## src/bts_pkg.sv

```systemverilog
package bts_pkg;

  localparam int MAX_DIM_LOG2_DEF = 8;
  localparam int WEIGHT_BITS_DEF  = 8;

  localparam int IN_DATA_W  = 88;
  localparam int OUT_DATA_W = 48;
  localparam int RGB_W      = 24;
  localparam int CH_W       = 8;
  localparam int OUT_CH_W   = 16;
  localparam int CFG_IDX_W  = 1;
  localparam int CFG_DATA_W = 9;
  localparam int SIZE_RESET = 256;

  // Register indexes.
  localparam logic [CFG_IDX_W-1:0] REG_TEX_WIDTH  = 1'b0;
  localparam logic [CFG_IDX_W-1:0] REG_TEX_HEIGHT = 1'b1;

  // Item kinds carried on tuser.
  localparam logic OP_WRITE  = 1'b0;
  localparam logic OP_SAMPLE = 1'b1;

  // Fetch order of the four neighbors.
  localparam logic [1:0] PH_00 = 2'd0;
  localparam logic [1:0] PH_10 = 2'd1;
  localparam logic [1:0] PH_01 = 2'd2;
  localparam logic [1:0] PH_11 = 2'd3;

endpackage

```

## src/bts_blend.sv

```systemverilog
module bts_blend #(
  parameter int WEIGHT_BITS = bts_pkg::WEIGHT_BITS_DEF
) (
  input  logic                              clk,
  input  logic                              rst_n,
  input  logic                              en,
  input  logic                              in_v,
  input  logic [bts_pkg::RGB_W-1:0]         c00,
  input  logic [bts_pkg::RGB_W-1:0]         c10,
  input  logic [bts_pkg::RGB_W-1:0]         c01,
  input  logic [bts_pkg::RGB_W-1:0]         c11,
  input  logic [WEIGHT_BITS-1:0]            fu,
  input  logic [WEIGHT_BITS-1:0]            fv,
  output logic                              out_v,
  output logic [bts_pkg::OUT_DATA_W-1:0]    out_rgb  // red, green, blue
);

  localparam int WW = WEIGHT_BITS + 1;
  localparam int TW = bts_pkg::CH_W + WW;
  localparam int SW = TW + WW;
  localparam int SH = 2 * WEIGHT_BITS - 8;
  localparam logic [WW-1:0] WONE = WW'(1) << WEIGHT_BITS;

  logic [TW-1:0]          top_r [3];
  logic [TW-1:0]          bot_r [3];
  logic [TW-1:0]          top_nxt [3];
  logic [TW-1:0]          bot_nxt [3];
  logic [WEIGHT_BITS-1:0] fv_r;
  logic                   s1_v_r;
  logic                   out_v_r;
  logic [bts_pkg::OUT_DATA_W-1:0] out_rgb_r;
  logic [bts_pkg::OUT_DATA_W-1:0] out_rgb_nxt;
  logic [WW-1:0]          wfu;
  logic [WW-1:0]          wfv;

  assign wfu = WONE - WW'(fu);
  assign wfv = WONE - WW'(fv_r);

  // Channel 0 is red, held in the top byte of a texel.
  always_comb begin
    for (int ch = 0; ch < 3; ch++) begin
      logic [bts_pkg::CH_W-1:0] a, b, c, d;
      a = c00[16 - 8*ch +: 8];
      b = c10[16 - 8*ch +: 8];
      c = c01[16 - 8*ch +: 8];
      d = c11[16 - 8*ch +: 8];
      top_nxt[ch] = TW'(a) * TW'(wfu) + TW'(b) * TW'(fu);
      bot_nxt[ch] = TW'(c) * TW'(wfu) + TW'(d) * TW'(fu);
    end
  end

  always_comb begin
    for (int ch = 0; ch < 3; ch++) begin
      logic [SW-1:0] sum;
      sum = SW'(top_r[ch]) * SW'(wfv) + SW'(bot_r[ch]) * SW'(fv_r);
      out_rgb_nxt[16*ch +: 16] = sum[SH +: 16];
    end
  end

  always_ff @(posedge clk) begin
    if (!rst_n) begin
      s1_v_r  <= 1'b0;
      out_v_r <= 1'b0;
    end else if (en) begin
      s1_v_r  <= in_v;
      out_v_r <= s1_v_r;
    end
  end

  always_ff @(posedge clk) begin
    if (en) begin
      top_r     <= top_nxt;
      bot_r     <= bot_nxt;
      fv_r      <= fv;
      out_rgb_r <= out_rgb_nxt;
    end
  end

  assign out_v   = out_v_r;
  assign out_rgb = out_rgb_r;

endmodule

```

## config.mk

```make
export PLATFORM = sky130hd
export DESIGN_NAME = bts_blend
export DESIGN_NICKNAME = d
export VERILOG_FILES = /design/src/bts_pkg.sv /design/src/bts_blend.sv
export SDC_FILE = /design/constraint.sdc
export NUM_CORES = 2
export LEC_CHECK = 0
export ABC_AREA = 1
export BUFFER_PORTS_ARGS = -buffer_cell sky130_fd_sc_hd__buf_4
export CAP_MARGIN = 20
export CORE_ASPECT_RATIO = 0.9
export CORE_UTILIZATION = 40
export DETAILED_ROUTE_END_ITERATION = 16
export PLACE_DENSITY = 0.53
export RECOVER_POWER = 25
export SETUP_SLACK_MARGIN = 0.4
export SLEW_MARGIN = 30
export SYNTH_ARGS = -nofsm -noshare
export SYNTH_HDL_FRONTEND = slang
export SYNTH_SLANG_ARGS = --single-unit
```

## constraint.sdc

```tcl
create_clock -name clk -period 6.7 [get_ports clk]
set_input_delay 0.67 -clock clk [delete_from_list [all_inputs] [get_ports clk]]
set_output_delay 0.67 -clock clk [all_outputs]
set_load 0.1 [all_outputs]
```

Word-level counts from Yosys, hierarchy flattened. Cells that the tools add are included.

Add/sub/neg operators: 11. $mul: 18. Div/mod/pow operators: 0. Magnitude comparators: 0. Equality and inequality tests: 0. Shifts and indexed selects: 0. Muxes and demuxes: 0. Bitwise gates (word level): 0. Reduce and logical (&&, ||, !) cells: 0.

Operators with widths (count): $add 17x16->17 (6); $mul 8x9->17 (6); $mul 8x8->16 (6); $add 24x24->24 (3); $mul 17x8->24 (3); $mul 17x9->24 (3); $sub 9x8->9 const A (2).

Register bits after elaboration: 160. Latch bits: 0. RAM bits: 0. ROM bits: 0. Word-level logic and storage cells: 39. Memories kept: 0.

Longest topological paths before layout.
Depth after elaboration: 3. Gate-level depth with buffers: 35. Mapped depth without buffers: 31.

Worst setup path before layout. No wires, ideal clock.

Path type: input-to-reg. Start point: input fu[0]. End point: register top_r[48] (netlist bit) (data pin). Arrival time: 6.770 ns. Required time: 6.442 ns. Setup slack: -0.328 ns. Cell stages on the path: 32. Cell sequence: buf_2 > clkbuf_1 > buf_1 > inv_1 > ha_1 > nand2_1 > nor2_1 > inv_1 > or2_1 > or3_4 > nand2_1 > buf_2 > nor2_1 > fa_1 > inv_1 > fa_1 > inv_1 > fa_1 > inv_1 > fa_1 > inv_1 > fa_1 > inv_1 > fa_1 > inv_1 > ha_1 > a21o_1 > a31oi_1 > nand3_1 > nand3_1 > nand2_1 > xor2_1.

RTL lines: start, declared (line bts_blend.sv:12) `input logic [WEIGHT_BITS-1:0] fu,`; end signal, assigned (line bts_blend.sv:72) `top_r <= top_nxt;`; end, declared (line bts_blend.sv:24) `logic [TW-1:0] top_r [3];`.

Worst setup path after layout.
Start point: register fv_r[1]. End point: register out_rgb_r (netlist bit out_rgb[11]) (data pin).

Cells in the longest elaborated chain, start to end: 3. Elaborated cells between the ends (all ways): 4.

RTL lines: start, declared (line bts_blend.sv:28) `logic [WEIGHT_BITS-1:0] fv_r;`; start signal, assigned (line bts_blend.sv:74) `fv_r <= fv;`; $sub 9x8->9 (line bts_blend.sv:37) `assign wfv = WONE - WW'(fv_r);`; $mul 17x9->24 (line bts_blend.sv:55) `sum = SW'(top_r[ch]) * SW'(wfv) + SW'(bot_r[ch]) * SW'(fv_r);`; $add 24x24->24 (*) (line bts_blend.sv:55); via out_rgb_nxt (one bit) (line bts_blend.sv:32) `logic [bts_pkg::OUT_DATA_W-1:0] out_rgb_nxt;`; end signal, assigned (line bts_blend.sv:75) `out_rgb_r <= out_rgb_nxt;`; end, declared (line bts_blend.sv:31) `logic [bts_pkg::OUT_DATA_W-1:0] out_rgb_r;`.

Mark *: on every way through the listed nets, which the timed path passes. The rest lies on a longest branch. A chain may end at the register's enable or synchronous reset.

==> metrics.log <==
[metrics] vias after detailed routing: around 47000
[metrics] final max-slew violation count: 76
[metrics] endpoints failing hold: 0
[metrics] die span in x: slightly above 400 um
[metrics] 1st-iter DRT viols: 2966
[metrics] most frequent cell on the critical path: inv_2
[metrics] start-to-end type of the worst setup path: register to register
[metrics] Die Ht: 375 um
[metrics] worst min-delay path class: primary input to register
[metrics] remaining global-route overflow: 0
[metrics] Total Die Area: approximately 0.16 mm^2
[metrics] final total negative setup slack: 0 ps
[metrics] via density per instance: approximately 4.7
[metrics] Syn Nets: 9824
[metrics] Worst-path clk slew: 70 ps
[metrics] leading cell types by total area after synthesis: fa_1 43%, inv_1 16%, ha_1 12%
[metrics] fraction of post-synthesis cell area in the top cell type by area: 0.426
[metrics] top flip-flop cell by instance count after synthesis: edfxtp_1
[metrics] result of the run: complete, but fails checks
[metrics] failing checks: max-capacitance violations, max-slew violations
[metrics] setup clock skew after layout: ~15 ps
[metrics] initial core utilization: 0.403
[metrics] most frequent cell after synthesis: inv_1
[metrics] number of port buffers: between 150 and 200
[metrics] detailed-placement wirelength estimate: 146000 um
[metrics] library cell with the largest summed area after synthesis: fa_1
[metrics] antenna violations before repair: 5
[metrics] Final Cycle Share: 0.935
[metrics] # Max-Cap Violations: 1
[metrics] worst hold margin: approximately 340 ps
[metrics] synth warn: 0
[metrics] first-pass GRT wire length: roughly 280000 um
[metrics] post-synthesis instance area: 0.0617 mm^2
[metrics] total I/O pin count: between 150 and 200
[metrics] number of enable flip-flop cells after synthesis: around 160
[metrics] fraction of layout instances using a drive strength above 1: 0.134
[metrics] detailed-route DRC error count: 0
[metrics] startpoint of the worst hold path: fv[2]
[metrics] total wire length: roughly 180000 um
[metrics] register bit count reported by yosys: between 150 and 200
[metrics] synthesized area per cell: 7.92 um^2
[metrics] fraction of registers with async set or reset after synthesis: 0
[metrics] core outline area: approximately 0.15 mm^2
[metrics] required time of the worst setup path: between 6000 and 7000 ps
[metrics] worst setup path startpoint: fv_r[1]
[metrics] iteration count of the initial detailed-routing pass: 5
[metrics] CTS tree: built
[metrics] R2R cell count: 30
[metrics] fin nets: ~10000
[metrics] number of cells produced by synthesis: 7789
[metrics] pin count of the biggest net entering global routing: 76
[metrics] Worst setup EP type: register
[metrics] RR Startpoint: fv_r[1]
[metrics] CP arrival: ~6600 ps
[metrics] sequential fraction of the synthesis area: 0.0776
[metrics] Total Routing Usage GR: 0.230
[metrics] area added between synthesis and finish: 14.8%
[metrics] Setup crit start kind: register
[metrics] most frequent cells after synthesis: 2555 x inv_1, 1847 x nand2_1, 1314 x fa_1, 605 x ha_1, 425 x nor2_1
[metrics] Inserted Clock Buffers: 17
[metrics] global placer's final weighted congestion: 0.884
[metrics] Routed WL per cell: approximately 18 um
[metrics] number of global-route vias before repair: slightly below 50000
[metrics] Antenna Nets Post-Route: 0
[metrics] cts hold-fix bufs: 0
[metrics] f_max: about 160 MHz
[metrics] number of placement rows: roughly 140
[metrics] Worst-Margin Slew: approximately 5300 ps
[metrics] slowest stage cell on the critical path: fa_2
[metrics] number of sinks driven by the clock tree: 160
[metrics] Slew Limit Headroom: -2.50
[metrics] clock insertion delay at the later pin of the skew report: about 540 ps
[metrics] maximum clock insertion buffer count: 2
[metrics] final worst path period need: 6270 ps
[metrics] Unique masters post-synth: 45
[metrics] RSZ-0062 raised after global routing: yes
[metrics] Setup-failing EPs final: 0
[metrics] maximum fanout along the worst path: 4
[metrics] Critical Path Max Stage Delay: approximately 550 ps
[metrics] maximum level of the CTS H-tree: 4
[metrics] buffer type at the clock tree root: clkbuf_16
[metrics] number of cells on the worst hold path: 1
[path summary, 6_finish.rpt]
kind	to	slack [ps]
worst max-delay path	out_rgb[11]	430
worst min-delay path	fv_r[2]	340
worst max register to register	out_rgb[11]	430
worst min register to register	out_v	500
[layout make-up]
type	instances	area, um^2
diodes	2	5.00
clock buffers	19	433
clock inverters	13	210
fillers	15100	82200
inverters	2563	9670
multi-input cells	4759	48700
flip-flops and latches	160	4780
well taps	2001	2500
repair buffers	501	4490
[state kept, by name, summed over array words and instances (netlist names)]
register and count:
fv_r 8, out_v 1, s1_v_r 1, bot_r 51
out_rgb 48, top_r 51
[critical path: cells and delay by family, from the launching register on]
family                     cells  cell delay [ps]
DFF                            1              530
adders and majority gates      8             3550
and+or+nand+nor               11              970
buffers and inverters          9              720
xor gates and xnor gates       1               70
AOI/OAI and AO/OA              1              160
[through the flow]
step / worst slack (ps) / util / instances / instance area (um^2)
2_1_floorplan: 53.7 / - / 7789 / 62600
3_3_place_gp: -20.3 / 0.439 / 9902 / 67100
3_5_place_dp: -51.4 / 0.439 / 9902 / 67100
4_1_cts: 353 / 0.449 / 9962 / 68700
5_1_grt: 173 / 0.463 / 10000 / 70800
6_report: 432 / 0.463 / 10000 / 70800
[repair_timing]
action	4_1_cts	5_1_grt
resized for setup	158	401
setup endpoints to repair	37	87
buffers inserted	23	48
gates cloned	5	6
endpoints found under the hold margin	0	0
pin swaps	72	218
[routing by layer]
layer	vias up	GRT usage	share of wire
met5	-	0	0.000074
met4	2	0.0453	0.018
met3	132	0.0240	0.054
met2	1157	0.367	0.46
met1	23600	0.338	0.47
li1	22300	-	-
[cell usage in the layout (no fill, tap or decap), drive strengths merged, types with 10 or more instances in the layout]
master	count
a21o	17
a21oi	144
buf	482
clkbuf	38
edfxtp	158
fa	1314
ha	605
inv	2560
nand2	1848
nand3	119
nor2	426
nor3	26
o21a	10
o21ai	62
o31ai	10
xnor2	36
xor2	93
[cells by family (layout without fill, tap and decap cells)]
kind of cell,Yosys count,after routing,share of synthesized area
AND/OR/NAND/NOR,2445,2445,0.153
XOR/XNOR,129,129,0.0183
flip-flops,160,160,0.0776
AO/OA/AOI/OAI,266,266,0.0242
buffers and inverters,2870,3096,0.178
other,0,2,0
adder cells (fa/ha/maj),1919,1919,0.549
Power is left out: the tool's default activity adds up to more than one toggle a clock period on the data nets, which glitch-free logic cannot reach.
